--- config.mk ---
export PLATFORM = sky130hd
export DESIGN_NAME = keyboard_line_serial_driver
export DESIGN_NICKNAME = d
export VERILOG_FILES = /design/src/rtl/kls_pkg.sv /design/src/rtl/kls_csr.sv /design/src/rtl/kls_core.sv /design/src/rtl/kls_outq.sv /design/src/rtl/keyboard_line_serial_driver.sv
export SDC_FILE = /design/constraint.sdc
export NUM_CORES = 1
export LEC_CHECK = 0
export ABC_AREA = 1
export ABC_CLOCK_PERIOD_IN_PS = 7800
export BUFFER_PORTS_ARGS = -buffer_cell sky130_fd_sc_hd__buf_4
export CORE_MARGIN = 4
export CORE_UTILIZATION = 45
export CTS_CLUSTER_SIZE = 16
export DETAILED_ROUTE_END_ITERATION = 10
export GPL_TIMING_DRIVEN = 0
export HOLD_SLACK_MARGIN = 0.03
export PLACE_DENSITY = 0.69
export REMOVE_ABC_BUFFERS = 1
export SETUP_SLACK_MARGIN = 0.4
export SLEW_MARGIN = 20
export SYNTH_ARGS = -nofsm -noshare
export SYNTH_HDL_FRONTEND = slang
export SYNTH_SLANG_ARGS = --single-unit
--- constraint.sdc ---
create_clock -name clock -period 7.8 [get_ports clock]
set_input_delay 1.56 -clock clock [delete_from_list [all_inputs] [get_ports clock]]
set_output_delay 1.56 -clock clock [all_outputs]
set_load 0.05 [all_outputs]
--- src/rtl/kls_pkg.sv ---
// ----------------------------------------------------------------------------
// kls_pkg
// Types, codes and timing constants shared by the keyboard line driver.
// ----------------------------------------------------------------------------
package kls_pkg;

   localparam int TIMER_WIDTH = 20;
   localparam int SHORT_W     = 10;
   localparam int LONG_W      = 20;
   localparam int CMP_W       = (TIMER_WIDTH > LONG_W) ? TIMER_WIDTH : LONG_W;
   localparam int ADDR_W      = 5;
   localparam int DATA_W      = 32;

   localparam logic [TIMER_WIDTH-1:0] TMASK = {TIMER_WIDTH{1'b1}};

   // raw codes are shifted left by one (top bit dropped) before they go on the line
   localparam logic [7:0] RAW_RESET  = 8'h78;
   localparam logic [7:0] RAW_INIT   = 8'hFD;
   localparam logic [7:0] RAW_TERM   = 8'hFE;
   localparam logic [7:0] CODE_RESET = {RAW_RESET[6:0], 1'b0};
   localparam logic [7:0] CODE_INIT  = {RAW_INIT[6:0], 1'b0};
   localparam logic [7:0] CODE_TERM  = {RAW_TERM[6:0], 1'b0};
   localparam logic [7:0] MSB_MASK   = 8'h80;
   localparam logic [1:0] LED_MASK   = 2'h3;
   localparam logic [CMP_W-1:0] GAP_TICKS = CMP_W'(200);
   localparam logic [3:0] BITS_PER_BYTE = 4'd8;

   // power-up sequence steps
   localparam logic [1:0] STEP_NONE = 2'd0;
   localparam logic [1:0] STEP_INIT = 2'd1;
   localparam logic [1:0] STEP_TERM = 2'd2;
   localparam logic [1:0] STEP_DONE = 2'd3;

   // register indexes (paddr[4:2])
   localparam logic [2:0] REG_SETUP      = 3'd0;
   localparam logic [2:0] REG_CLK_LOW    = 3'd1;
   localparam logic [2:0] REG_CLK_HIGH   = 3'd2;
   localparam logic [2:0] REG_HANDSHAKE  = 3'd3;
   localparam logic [2:0] REG_RESET      = 3'd4;
   localparam logic [2:0] REG_SYNC_PER   = 3'd5;
   localparam logic [2:0] REG_SYNC_WIDTH = 3'd6;
   localparam logic [2:0] REG_STARTUP    = 3'd7;

   typedef enum logic [7:0] {
      PH_STARTUP   = 8'b0000_0001,
      PH_SETUP     = 8'b0000_0010,
      PH_CLK_LOW   = 8'b0000_0100,
      PH_CLK_HIGH  = 8'b0000_1000,
      PH_HANDSHAKE = 8'b0001_0000,
      PH_RESET     = 8'b0010_0000,
      PH_GAP       = 8'b0100_0000,
      PH_IDLE      = 8'b1000_0000
   } phase_type;

   typedef struct packed {
      logic       byte_valid;
      logic [7:0] byte_value;
      logic [1:0] led_pins;
   } req_type;

   typedef struct packed {
      logic       clock_line;
      logic       data_line;
      logic       data_driven;
      logic       reset_line;
      logic       led_report_valid;
      logic [1:0] led_report;
      logic       busy_res;
   } rsp_type;

   typedef struct packed {
      logic [SHORT_W-1:0] setup_ticks;
      logic [SHORT_W-1:0] clock_low_ticks;
      logic [SHORT_W-1:0] clock_high_ticks;
      logic [LONG_W-1:0]  handshake_ticks;
      logic [LONG_W-1:0]  reset_pulse_ticks;
      logic [LONG_W-1:0]  sync_period_ticks;
      logic [SHORT_W-1:0] sync_width_ticks;
      logic [LONG_W-1:0]  startup_wait_ticks;
   } cfg_type;

   typedef struct packed {
      phase_type  phase;
      logic [3:0] bit_index;
   } status_type;

   function automatic logic [CMP_W-1:0] at_least_one(input logic [CMP_W-1:0] v);
      at_least_one = (v == '0) ? CMP_W'(1) : v;
   endfunction

endpackage

--- src/rtl/kls_csr.sv ---
// ----------------------------------------------------------------------------
// kls_csr
// Timing register file behind the APB-style configuration port.
// ----------------------------------------------------------------------------
module kls_csr (
   input  logic                        clock,
   input  logic                        reset,
   input  logic                        psel,
   input  logic                        penable,
   input  logic                        pwrite,
   input  logic [kls_pkg::ADDR_W-1:0]  paddr,
   input  logic [kls_pkg::DATA_W-1:0]  pwdata,
   output logic [kls_pkg::DATA_W-1:0]  prdata,
   output kls_pkg::cfg_type            cfg
);
   import kls_pkg::*;

   cfg_type    cfg_ff;
   logic       wr_en;
   logic [2:0] reg_idx;

   assign wr_en   = psel & penable & pwrite;
   assign reg_idx = paddr[ADDR_W-1:2];
   assign cfg     = cfg_ff;

   always_ff @(posedge clock) begin
      if (reset) begin
         cfg_ff.setup_ticks        <= SHORT_W'(20);
         cfg_ff.clock_low_ticks    <= SHORT_W'(20);
         cfg_ff.clock_high_ticks   <= SHORT_W'(50);
         cfg_ff.handshake_ticks    <= LONG_W'(5000);
         cfg_ff.reset_pulse_ticks  <= LONG_W'(500000);
         cfg_ff.sync_period_ticks  <= LONG_W'(1000000);
         cfg_ff.sync_width_ticks   <= SHORT_W'(64);
         cfg_ff.startup_wait_ticks <= LONG_W'(1000000);
      end else if (wr_en) begin
         case (reg_idx)
            REG_SETUP:      cfg_ff.setup_ticks        <= pwdata[SHORT_W-1:0];
            REG_CLK_LOW:    cfg_ff.clock_low_ticks    <= pwdata[SHORT_W-1:0];
            REG_CLK_HIGH:   cfg_ff.clock_high_ticks   <= pwdata[SHORT_W-1:0];
            REG_HANDSHAKE:  cfg_ff.handshake_ticks    <= pwdata[LONG_W-1:0];
            REG_RESET:      cfg_ff.reset_pulse_ticks  <= pwdata[LONG_W-1:0];
            REG_SYNC_PER:   cfg_ff.sync_period_ticks  <= pwdata[LONG_W-1:0];
            REG_SYNC_WIDTH: cfg_ff.sync_width_ticks   <= pwdata[SHORT_W-1:0];
            REG_STARTUP:    cfg_ff.startup_wait_ticks <= pwdata[LONG_W-1:0];
            default: ;
         endcase
      end
   end

   always_comb begin
      case (reg_idx)
         REG_SETUP:      prdata = DATA_W'(cfg_ff.setup_ticks);
         REG_CLK_LOW:    prdata = DATA_W'(cfg_ff.clock_low_ticks);
         REG_CLK_HIGH:   prdata = DATA_W'(cfg_ff.clock_high_ticks);
         REG_HANDSHAKE:  prdata = DATA_W'(cfg_ff.handshake_ticks);
         REG_RESET:      prdata = DATA_W'(cfg_ff.reset_pulse_ticks);
         REG_SYNC_PER:   prdata = DATA_W'(cfg_ff.sync_period_ticks);
         REG_SYNC_WIDTH: prdata = DATA_W'(cfg_ff.sync_width_ticks);
         REG_STARTUP:    prdata = DATA_W'(cfg_ff.startup_wait_ticks);
         default:        prdata = '0;
      endcase
   end

endmodule

--- src/rtl/kls_core.sv ---
// ----------------------------------------------------------------------------
// kls_core
// Per-tick line sequencer: phase timing, sync pulse, bit shifting, LED change.
// ----------------------------------------------------------------------------
module kls_core (
   input  logic                 clock,
   input  logic                 reset,
   input  logic                 accept,
   input  kls_pkg::req_type     req,
   input  kls_pkg::cfg_type     cfg,
   output kls_pkg::rsp_type     rsp,
   output kls_pkg::status_type  status
);
   import kls_pkg::*;

   phase_type               phase_ff, phase_in;
   logic [3:0]              bit_index_ff, bit_index_in;
   logic [7:0]              shift_byte_ff, shift_byte_in;
   logic [TIMER_WIDTH-1:0]  phase_timer_ff, phase_timer_in;
   logic [TIMER_WIDTH-1:0]  sync_timer_ff, sync_timer_in;
   logic [SHORT_W-1:0]      sync_rem_ff, sync_rem_in;
   logic [1:0]              last_leds_ff, last_leds_in;
   logic [1:0]              step_ff, step_in;

   logic [CMP_W-1:0]        phase_len;
   logic [TIMER_WIDTH-1:0]  sync_inc;
   logic [1:0]              leds;

   assign status.phase     = phase_ff;
   assign status.bit_index = bit_index_ff;
   assign leds             = req.led_pins & LED_MASK;

   always_comb begin
      case (phase_ff)
         PH_STARTUP:   phase_len = CMP_W'(cfg.startup_wait_ticks);
         PH_SETUP:     phase_len = at_least_one(CMP_W'(cfg.setup_ticks));
         PH_CLK_LOW:   phase_len = at_least_one(CMP_W'(cfg.clock_low_ticks));
         PH_CLK_HIGH:  phase_len = at_least_one(CMP_W'(cfg.clock_high_ticks));
         PH_HANDSHAKE: phase_len = at_least_one(CMP_W'(cfg.handshake_ticks));
         PH_RESET:     phase_len = at_least_one(CMP_W'(cfg.reset_pulse_ticks));
         PH_GAP:       phase_len = GAP_TICKS;
         default:      phase_len = CMP_W'(1);
      endcase
   end

   always_comb begin
      phase_in       = phase_ff;
      bit_index_in   = bit_index_ff;
      shift_byte_in  = shift_byte_ff;
      phase_timer_in = phase_timer_ff;
      step_in        = step_ff;
      last_leds_in   = last_leds_ff;
      rsp            = '0;
      rsp.clock_line  = 1'b1;
      rsp.data_line   = 1'b1;
      rsp.data_driven = 1'b1;
      rsp.reset_line  = 1'b1;

      // advance the sync period
      sync_inc      = (sync_timer_ff != TMASK) ? sync_timer_ff + 1'b1 : sync_timer_ff;
      sync_timer_in = sync_inc;
      sync_rem_in   = sync_rem_ff;
      if (CMP_W'(sync_inc) >= at_least_one(CMP_W'(cfg.sync_period_ticks)) ||
          sync_inc == TMASK) begin
         sync_timer_in = '0;
         sync_rem_in   = (cfg.sync_width_ticks == '0) ? SHORT_W'(1) : cfg.sync_width_ticks;
      end

      // close the current phase
      if (phase_ff != PH_IDLE &&
          (CMP_W'(phase_timer_ff) >= phase_len || phase_timer_ff == TMASK)) begin
         phase_timer_in = '0;
         case (phase_ff)
            PH_STARTUP: begin
               step_in       = STEP_INIT;
               shift_byte_in = CODE_INIT;
               bit_index_in  = '0;
               phase_in      = PH_SETUP;
            end
            PH_SETUP:    phase_in = PH_CLK_LOW;
            PH_CLK_LOW:  phase_in = PH_CLK_HIGH;
            PH_CLK_HIGH: begin
               bit_index_in = bit_index_ff + 1'b1;
               phase_in     = (bit_index_in >= BITS_PER_BYTE) ? PH_HANDSHAKE : PH_SETUP;
            end
            PH_HANDSHAKE: begin
               if (step_ff == STEP_INIT) begin
                  phase_in = PH_GAP;
               end else begin
                  if (step_ff == STEP_TERM) begin
                     step_in = STEP_DONE;
                  end
                  phase_in = PH_IDLE;
               end
            end
            PH_GAP: begin
               step_in       = STEP_TERM;
               shift_byte_in = CODE_TERM;
               bit_index_in  = '0;
               phase_in      = PH_SETUP;
            end
            default: phase_in = PH_IDLE;
         endcase
      end

      // take a new byte only while idle
      if (phase_in == PH_IDLE && req.byte_valid && req.byte_value != '0) begin
         phase_timer_in = '0;
         if (req.byte_value == CODE_RESET) begin
            phase_in = PH_RESET;
         end else begin
            shift_byte_in = req.byte_value;
            bit_index_in  = '0;
            phase_in      = PH_SETUP;
         end
      end

      // drive the lines; MSB first, inverted on the wire
      if (phase_in inside {PH_SETUP, PH_CLK_LOW, PH_CLK_HIGH}) begin
         rsp.data_line  = ((shift_byte_in << bit_index_in[2:0]) & MSB_MASK) == '0;
         rsp.clock_line = (phase_in != PH_CLK_LOW);
      end else if (phase_in == PH_HANDSHAKE) begin
         rsp.data_driven = 1'b0;
      end else if (phase_in == PH_RESET) begin
         rsp.reset_line = 1'b0;
      end

      if (sync_rem_in != '0) begin
         if (rsp.data_driven) begin
            rsp.data_line = 1'b0;
         end
         sync_rem_in = sync_rem_in - 1'b1;
      end

      if (leds != last_leds_ff) begin
         rsp.led_report_valid = 1'b1;
         rsp.led_report       = leds;
         last_leds_in         = leds;
      end

      rsp.busy_res = (phase_in != PH_IDLE);

      if (phase_in != PH_IDLE && phase_timer_in != TMASK) begin
         phase_timer_in = phase_timer_in + 1'b1;
      end
   end

   always_ff @(posedge clock) begin
      if (reset) begin
         phase_ff       <= PH_STARTUP;
         bit_index_ff   <= '0;
         shift_byte_ff  <= '0;
         phase_timer_ff <= '0;
         sync_timer_ff  <= '0;
         sync_rem_ff    <= '0;
         last_leds_ff   <= '0;
         step_ff        <= STEP_NONE;
      end else if (accept) begin
         phase_ff       <= phase_in;
         bit_index_ff   <= bit_index_in;
         shift_byte_ff  <= shift_byte_in;
         phase_timer_ff <= phase_timer_in;
         sync_timer_ff  <= sync_timer_in;
         sync_rem_ff    <= sync_rem_in;
         last_leds_ff   <= last_leds_in;
         step_ff        <= step_in;
      end
   end

endmodule

--- src/rtl/kls_outq.sv ---
// ----------------------------------------------------------------------------
// kls_outq
// Result register with a skid stage, so one stalled result does not stop ticks.
// ----------------------------------------------------------------------------
module kls_outq (
   input  logic              clock,
   input  logic              reset,
   input  logic              in_valid,
   output logic              in_ready,
   input  kls_pkg::rsp_type  in_data,
   output logic              out_valid,
   input  logic              out_ready,
   output kls_pkg::rsp_type  out_data
);
   import kls_pkg::*;

   logic    out_valid_ff;
   logic    skid_valid_ff;
   rsp_type out_ff;
   rsp_type skid_ff;
   logic    push;
   logic    pop;

   assign in_ready  = ~skid_valid_ff;
   assign out_valid = out_valid_ff;
   assign out_data  = out_ff;
   assign push      = in_valid & ~skid_valid_ff;
   assign pop       = out_valid_ff & out_ready;

   always_ff @(posedge clock) begin
      if (reset) begin
         out_valid_ff  <= 1'b0;
         skid_valid_ff <= 1'b0;
      end else if (!out_valid_ff || pop) begin
         out_valid_ff  <= skid_valid_ff | push;
         skid_valid_ff <= 1'b0;
      end else if (push) begin
         skid_valid_ff <= 1'b1;
      end
   end

   always_ff @(posedge clock) begin
      if (!out_valid_ff || pop) begin
         out_ff <= skid_valid_ff ? skid_ff : in_data;
      end
      if (push && out_valid_ff && !pop) begin
         skid_ff <= in_data;
      end
   end

endmodule

--- src/rtl/keyboard_line_serial_driver.sv ---
// ----------------------------------------------------------------------------
// keyboard_line_serial_driver
// Drives a synchronous keyboard clock/data line and a reset line, one tick
// per request.
// ----------------------------------------------------------------------------
//   channel   ports                        direction  payload
//   request   req_valid/req_ready/req_data  in        byte_valid, byte_value, led_pins
//   response  rsp_valid/rsp_ready/rsp_data  out       line levels, LED report, busy
//   config    psel/penable/pwrite/paddr/... in        eight timing registers
//
// Each request is one tick; a request can be taken every cycle while req_ready
// is high. The response is registered in the result register.
// A two-deep result stage (register plus skid) keeps taking requests while a
// response is stalled; req_ready drops only when both stages hold a response.
// Reset is synchronous and active high; it restores the register defaults and
// starts the power-up wait.
// ----------------------------------------------------------------------------
module keyboard_line_serial_driver (
   input  logic                        clock,
   input  logic                        reset,
   input  logic                        req_valid,
   output logic                        req_ready,
   input  kls_pkg::req_type            req_data,
   output logic                        rsp_valid,
   input  logic                        rsp_ready,
   output kls_pkg::rsp_type            rsp_data,
   input  logic                        psel,
   input  logic                        penable,
   input  logic                        pwrite,
   input  logic [kls_pkg::ADDR_W-1:0]  paddr,
   input  logic [kls_pkg::DATA_W-1:0]  pwdata,
   output logic [kls_pkg::DATA_W-1:0]  prdata,
   output logic                        pready
);
   import kls_pkg::*;

   cfg_type    cfg;
   rsp_type    core_rsp;
   status_type status;
   logic       accept;

   // writes always complete in the access cycle
   assign pready = 1'b1;

   // a request is a tick: advance the sequencer only when it is taken
   assign accept = req_valid & req_ready;

   kls_csr u_csr (
      .clock   (clock),
      .reset   (reset),
      .psel    (psel),
      .penable (penable),
      .pwrite  (pwrite),
      .paddr   (paddr),
      .pwdata  (pwdata),
      .prdata  (prdata),
      .cfg     (cfg)
   );

   // all per-tick logic sits between the request and the result register
   kls_core u_core (
      .clock  (clock),
      .reset  (reset),
      .accept (accept),
      .req    (req_data),
      .cfg    (cfg),
      .rsp    (core_rsp),
      .status (status)
   );

   // hold results here while the response side stalls
   kls_outq u_outq (
      .clock     (clock),
      .reset     (reset),
      .in_valid  (req_valid),
      .in_ready  (req_ready),
      .in_data   (core_rsp),
      .out_valid (rsp_valid),
      .out_ready (rsp_ready),
      .out_data  (rsp_data)
   );

   // the bit counter never runs past one full byte
   assert property (@(posedge clock) disable iff (reset)
      status.bit_index <= BITS_PER_BYTE)
      else $error("bit index beyond byte length");

   // the sequencer sits in exactly one phase
   assert property (@(posedge clock) disable iff (reset)
      $onehot(status.phase))
      else $error("phase register not one-hot");

   // requests are refused only when a response is waiting
   assert property (@(posedge clock) disable iff (reset)
      !req_ready |-> rsp_valid)
      else $error("request stalled with no response pending");

   // an idle response leaves the clock and reset lines high and the data line driven
   assert property (@(posedge clock) disable iff (reset)
      rsp_valid && !rsp_data.busy_res |->
         rsp_data.clock_line && rsp_data.reset_line && rsp_data.data_driven)
      else $error("line active while idle");

   // a released data line reads high
   assert property (@(posedge clock) disable iff (reset)
      rsp_valid && !rsp_data.data_driven |-> rsp_data.data_line && rsp_data.busy_res)
      else $error("released data line not high");

endmodule

Word level (Yosys, flattened, before mapping)
Cells that the tools add are included.
{"block": "totals", "ff_bits": 212, "latch_bits": 0, "ramBits": 0, "mem_bits_ro": 0, "in_bits": 55, "output_inout_bits": 43, "elab_cells": 157, "memories": 0}
{"block": "classes", "add_sub_neg": 4, "mul": 0, "div_mod_pow": 0, "magnitude_cmp": 3, "eq_ne": 33, "shift": 1, "muxes": 42, "n_bitwise": 6, "n_reduce_logical": 36}
{"cell": "case mux 32 bit (8 select lines)", "count": 1}
{"cell": "2-to-1 mux 20 bit", "count": 8}
{"cell": "case mux 20 bit (7 select lines)", "count": 1}
{"cell": "zero test 20 bit", "count": 3}
{"cell": "2-to-1 mux 10 bit", "count": 6}
{"cell": "2-to-1 mux 8 bit", "count": 7}
{"cell": "adder 20 x 1 -> 20 bit, second input constant", "count": 2}
{"cell": "equality test 20 bit, second input constant", "count": 2}
{"cell": "greater-or-equal comparator 20 bit", "count": 2}
{"cell": "zero test 10 bit", "count": 4}
{"cell": "!= test 20 bit, second input constant", "count": 2}
{"cell": "case mux 8 bit (5 select lines)", "count": 1}
{"cell": "AND reduction 2 bit", "count": 9}
{"cell": "equality test 8 x 2 -> 1 bit, second input constant", "count": 2}
{"cell": "equality test 8 x 3 -> 1 bit, second input constant", "count": 2}
{"cell": "equality test 8 x 4 -> 1 bit, second input constant", "count": 2}
{"cell": "equality test 8 x 5 -> 1 bit, second input constant", "count": 2}
{"cell": "equality test 8 x 6 -> 1 bit, second input constant", "count": 2}
{"cell": "equality test 8 bit, second input constant", "count": 2}
{"cell": "!= test 8 bit, second input constant", "count": 2}
{"cell": "case mux 8 bit (2 select lines)", "count": 1}
{"cell": "equality test 3 bit, second input constant", "count": 4}
{"cell": "2-to-1 mux 4 bit", "count": 3}
{"cell": "nonzero test 10 bit", "count": 1}
{"cell": "other kinds (33)", "count": 54}

Longest topological paths before layout
{"block": "depth", "depth_word": 18, "ltp_mapped": 42, "ltp_nobuf": 39}

Hierarchy
A second synthesis with hierarchy kept.
{"block": "hier_totals", "hier_cells": 2091, "area_unflattened_um2": 13581.8}
{"module": "kls_core", "n_inst": 1, "cells_each": 1244, "area_each_um2": 7475.9, "seq_area_each_um2": 1481.4}
{"module": "kls_csr", "n_inst": 1, "cells_each": 789, "area_each_um2": 5418.9, "seq_area_each_um2": 2402.3}
{"module": "kls_outq", "n_inst": 1, "cells_each": 54, "area_each_um2": 668.1, "seq_area_each_um2": 520.5}
{"module": "keyboard_line_serial_driver", "n_inst": 1, "cells_each": 4, "area_each_um2": 18.8, "seq_area_each_um2": 0.0}

Least setup slack after synthesis
OpenSTA, ideal clock, no wires.
{"block": "synth_timing", "path_kind": "input to output", "startpoint": "input paddr[2] (netlist name)", "endpoint": "output prdata[10] (netlist name)", "arrival_time_ns": 3.667, "t_required_ns": 6.240, "setup_slack_ns": 2.573, "stages": 5, "path_buffers": 1, "path_cell_list": "inv_1 > nor3_1 > inv_1 > clkbuf_1 > o21ai_0"}
{"block": "synth_via", "elab_chain_cells": 2, "word_cells_on_any_way": 9, "cone_classes": "eq/ne (7); mux (1); reduce/logical (1)"}
{"item": "start, declared", "line_no": "keyboard_line_serial_driver.sv:30", "rtl": "input logic [kls_pkg::ADDR_W-1:0] paddr,"}
{"item": "equality test 3 bit, or another cell as far along", "line_no": "kls_csr.sv:52", "rtl": "case (reg_idx)"}
{"item": "case mux 32 bit (8 select lines) (*)", "line_no": "kls_csr.sv:52"}
{"item": "end, declared", "line_no": "keyboard_line_serial_driver.sv:32", "rtl": "output logic [kls_pkg::DATA_W-1:0] prdata,"}
Every way passes the cells marked *; elsewhere a longest branch is shown, timed or not. The select of a mux whose other input is x is not followed.

Worst setup path after layout
{"block": "layout_timing", "startpoint": "register u_core.phase_ff[7]", "endpoint": "register u_core.phase_timer_ff[2]"}
{"block": "layout_via", "elab_chain_cells": 13, "word_cells_on_any_way": 26, "cone_classes": "add/sub (1); order compare (1); eq/ne (11); mux (7); reduce/logical (6)"}
{"item": "start, declared", "line_no": "kls_core.sv:16", "rtl": "phase_type phase_ff, phase_in;"}
{"item": "start signal, assigned", "line_no": "kls_core.sv:159", "rtl": "phase_ff <= phase_in;"}
{"item": "parallel branches: the longest is 12 deep, another holds greater-or-equal comparator 20 bit"}
{"item": "2-to-1 mux 20 bit (*)", "line_no": "kls_core.sv:143", "rtl": "if (phase_in != PH_IDLE && phase_timer_in != TMASK) begin"}
{"item": "end signal, assigned", "line_no": "kls_core.sv:162", "rtl": "phase_timer_ff <= phase_timer_in;"}
{"item": "end, declared", "line_no": "kls_core.sv:19", "rtl": "logic [TIMER_WIDTH-1:0] phase_timer_ff, phase_timer_in;"}
Mark *: on every way between the ends.
A chain may end at the register's enable or synchronous reset.

==> flow_metrics.tcl <==
set metrics [dict create \
    status "finished clean" \
    ctsHtreeMaxLevel 1 \
    path_common_cell "nand2_1" \
    power.internal_uw 2140 \
    grt_pass1_wl_um 64600 \
    holdBufCountCts 0 \
    placed_cell_area_sq_um 13600 \
    rrSetupSlack_ns 0.96 \
    grt_overflow 0 \
    synthCells 1870 \
    diodes 0 \
    insertion_delay_ns 0.54 \
    cp_top_family "simple AND/OR/NAND/NOR gates" \
    r2r-end "u_core.phase_timer_ff[2]" \
    dr_total_vias 13000 \
    fin_tns_setup_ns 0 \
    p_leak_uw 0.00607 \
    area_growth_syn_to_layout_pct 12.1 \
    cts.sinks 212 \
    ys.flop_type "dfxtp_1" \
    setup_violations 0 \
    p_comb_share_pct 26.9 \
    whs_ns 0.464 \
    r2r-start "u_core.phase_ff[7]" \
    wirelength_um 40700 \
    post-cts-setup-buffers 0 \
    hold_violations 0 \
    yosysSeqAreaShare_pct 34.1 \
    clk_pin_slew_worst_paths_ns 0.06 \
    cts_buffers 26 \
    synth_area_sq_um 12900 \
    io_buffers 70 \
    pin_count 98 \
    crit_start "u_core.phase_ff[7]" \
    antenna_found_initial 0 \
    die-area_sq_um 31400 \
    root_buffer "clkbuf_16" \
    required_ns 8.18 \
    firstDrtPassIters 7 \
    p_sw_share_pct 35.3 \
    cts_buffer_depth 3 \
    crit_type "reg -> reg" \
    cp_slowest_cell "a2111oi_0" \
    startpoint_type "register" \
    yosysWarnings 0 \
    drv_cap 0 \
    place_congestion 0.986 \
    slew_headroom_pct 27.6 \
    slew_violations 0 \
    fin_skew_ns 0.0144 \
    ir_worst_vdd_v 0.000146 \
    worst_pin_slew_ns 1.08 \
    async_reset_ff_share_pct 0 \
    gr-usage-all-layers_pct 25.2 \
    layout_commonest_cell "nand2_1" \
    first_iter_violations 1357 \
    start_util_pct 46.1 \
    switchingPower_uw 1160 \
    postRouteAntennaNets 0 \
    wire_per_inst_um 17.8 \
    synth.distinct_cells 63 \
    core_sq_um 28000 \
    mostFrequentLayoutCells "nand2_1 (380), inv_1 (233), dfxtp_1 (196), a21oi_1 (182), o21ai_0 (161)" \
    crit_path_end "u_core.phase_timer_ff[2]" \
    critPathMaxFanout 35 \
    fmax_mhz 146 \
    cpPeakStageDelay_ns 1.13 \
    stdcell_area_sq_um 14500 \
    arrival_ns 7.22 \
    synth-edff-count 16 \
    min_path_type "reg -> reg" \
    seq_power_share_pct 36.1 \
    crit_path_end_kind "register" \
    power.density_nw_per_um2 228 \
    grt_pass1_vias 11800 \
    crit_cells 34 \
    final_util_pct 51.6 \
    viasPerCell 5.67 \
    drc 0 \
    die_w_um 177 \
    reg2reg_depth 34 \
    finalCritPeriodShare_pct 87.7 \
    hpwl_um 29000 \
    grt_max_degree 82 \
    synth_seq_cells 212 \
    clkPwrFrac_pct 37.1 \
    path_buf_inv 6 \
    chipHeight_um 177 \
    synth.avg_cell_area_sq_um 6.90 \
    nNetsFinal 1994 \
    cts_tree "built" \
    final_layout_size_suffix_gt1_share_pct 11.1 \
    rows 61 \
    rsz0062_at_grt "no" \
    cts-resized-gates 0 \
    period_needed_ns 6.84 \
]
stage by stage:
stage / setup WS [ns] / total power (uW) / std cells
floorplan: 2.42 / 1840 / 1791
global placement: -0.0183 / 2070 / 2239
detailed placement: 1.09 / 2090 / 2245
CTS: 1.08 / 3310 / 2290
global route: 0.511 / 3470 / 2290
finish: 0.956 / 3300 / 2290
how the worst min path moves through the flow:
stage	start	to	slack (ns)	cells past startpoint
after detailed placement	u_core.sync_rem_ff[1]	u_core.sync_rem_ff[1]	0.46	2
after floorplan	u_core.sync_rem_ff[1]	u_core.sync_rem_ff[1]	0.44	2
after global routing	u_csr.cfg[4]	u_csr.cfg[4]	0.50	2
final	u_core.sync_rem_ff[1]	u_core.sync_rem_ff[1]	0.46	2
after CTS	u_core.sync_rem_ff[1]	u_core.sync_rem_ff[1]	0.47	2
after global placement	u_core.bit_index_ff[3]	u_core.bit_index_ff[3]	0.45	2
sequential cells by signal, indices dropped and copies added, names as in the netlist:
register,cells
u_outq.skid_ff,8
u_core.last_leds_ff,2
u_outq.out_valid,1
u_outq.skid_valid_ff,1
u_csr.cfg,120
u_core.bit_index_ff,4
u_core.sync_timer_ff,20
u_core.shift_byte_ff,8
u_core.phase_ff,8
u_core.sync_rem_ff,10
u_core.phase_timer_ff,20
u_outq.out_data,8
u_core.step_ff,2
power groups by stage:
stage / registers, uW / logic, uW / clock network (uW)
after floorplan: 1220 / 616 / 0
after global placement: 1210 / 862 / 0
after detailed placement: 1210 / 875 / 0
after CTS: 1190 / 880 / 1240
after global routing: 1200 / 985 / 1290
final: 1190 / 887 / 1220
tightest hold or removal path, stage by stage (launching register included):
cell	delay, ns
dfxtp_1	0.31
nand2_1	0.06
a21oi_1	0.05
per-layer routing:
metal	vias to the layer above	routed length (um)	global-route usage, %
li1	6325	-	-
met1	6033	18000	36.1
met2	541	18300	40.1
met3	79	3270	3.94
met4	0	1080	6.19
met5	-	0	0
logic make-up (layout without fill, tap and decap cells):
group | Yosys count | count (layout) | share of synthesized area (%)
DFF | 212 | 212 | 34.1
other | 2 | 13 | 0.0582
and+or+nand+nor | 760 | 760 | 27.2
adders and majority gates | 44 | 44 | 4.27
buffers and inverters | 344 | 375 | 11.0
AOI/OAI and AO/OA | 480 | 480 | 21.5
xor gates and xnor gates | 27 | 27 | 1.83
muxes | 1 | 1 | 0.0776
synthesized netlist by cell type (all sizes together), types with 29 or more instances:
master  count  area, sq um
buf        30          230
o22ai      32          200
nand2     400         1580
nor3       29          171
inv       250          943
ha         44          551
nand3      93          528
dfxtp     196         3920
clkbuf     60          225
o21ai     172          876
nand4      37          283
nor2      173          741
a21oi     185          937
layout make-up:
class / instances / area [sq um]
clock inverters: 11 / 150
well taps: 378 / 473
flip-flops and latches: 212 / 4400
inverters: 254 / 962
repair buffers: 76 / 606
fillers: 2779 / 13600
multi-input cells: 1325 / 7160
clock buffers: 34 / 701
Note: power is estimated with default switching activity, not from simulation.
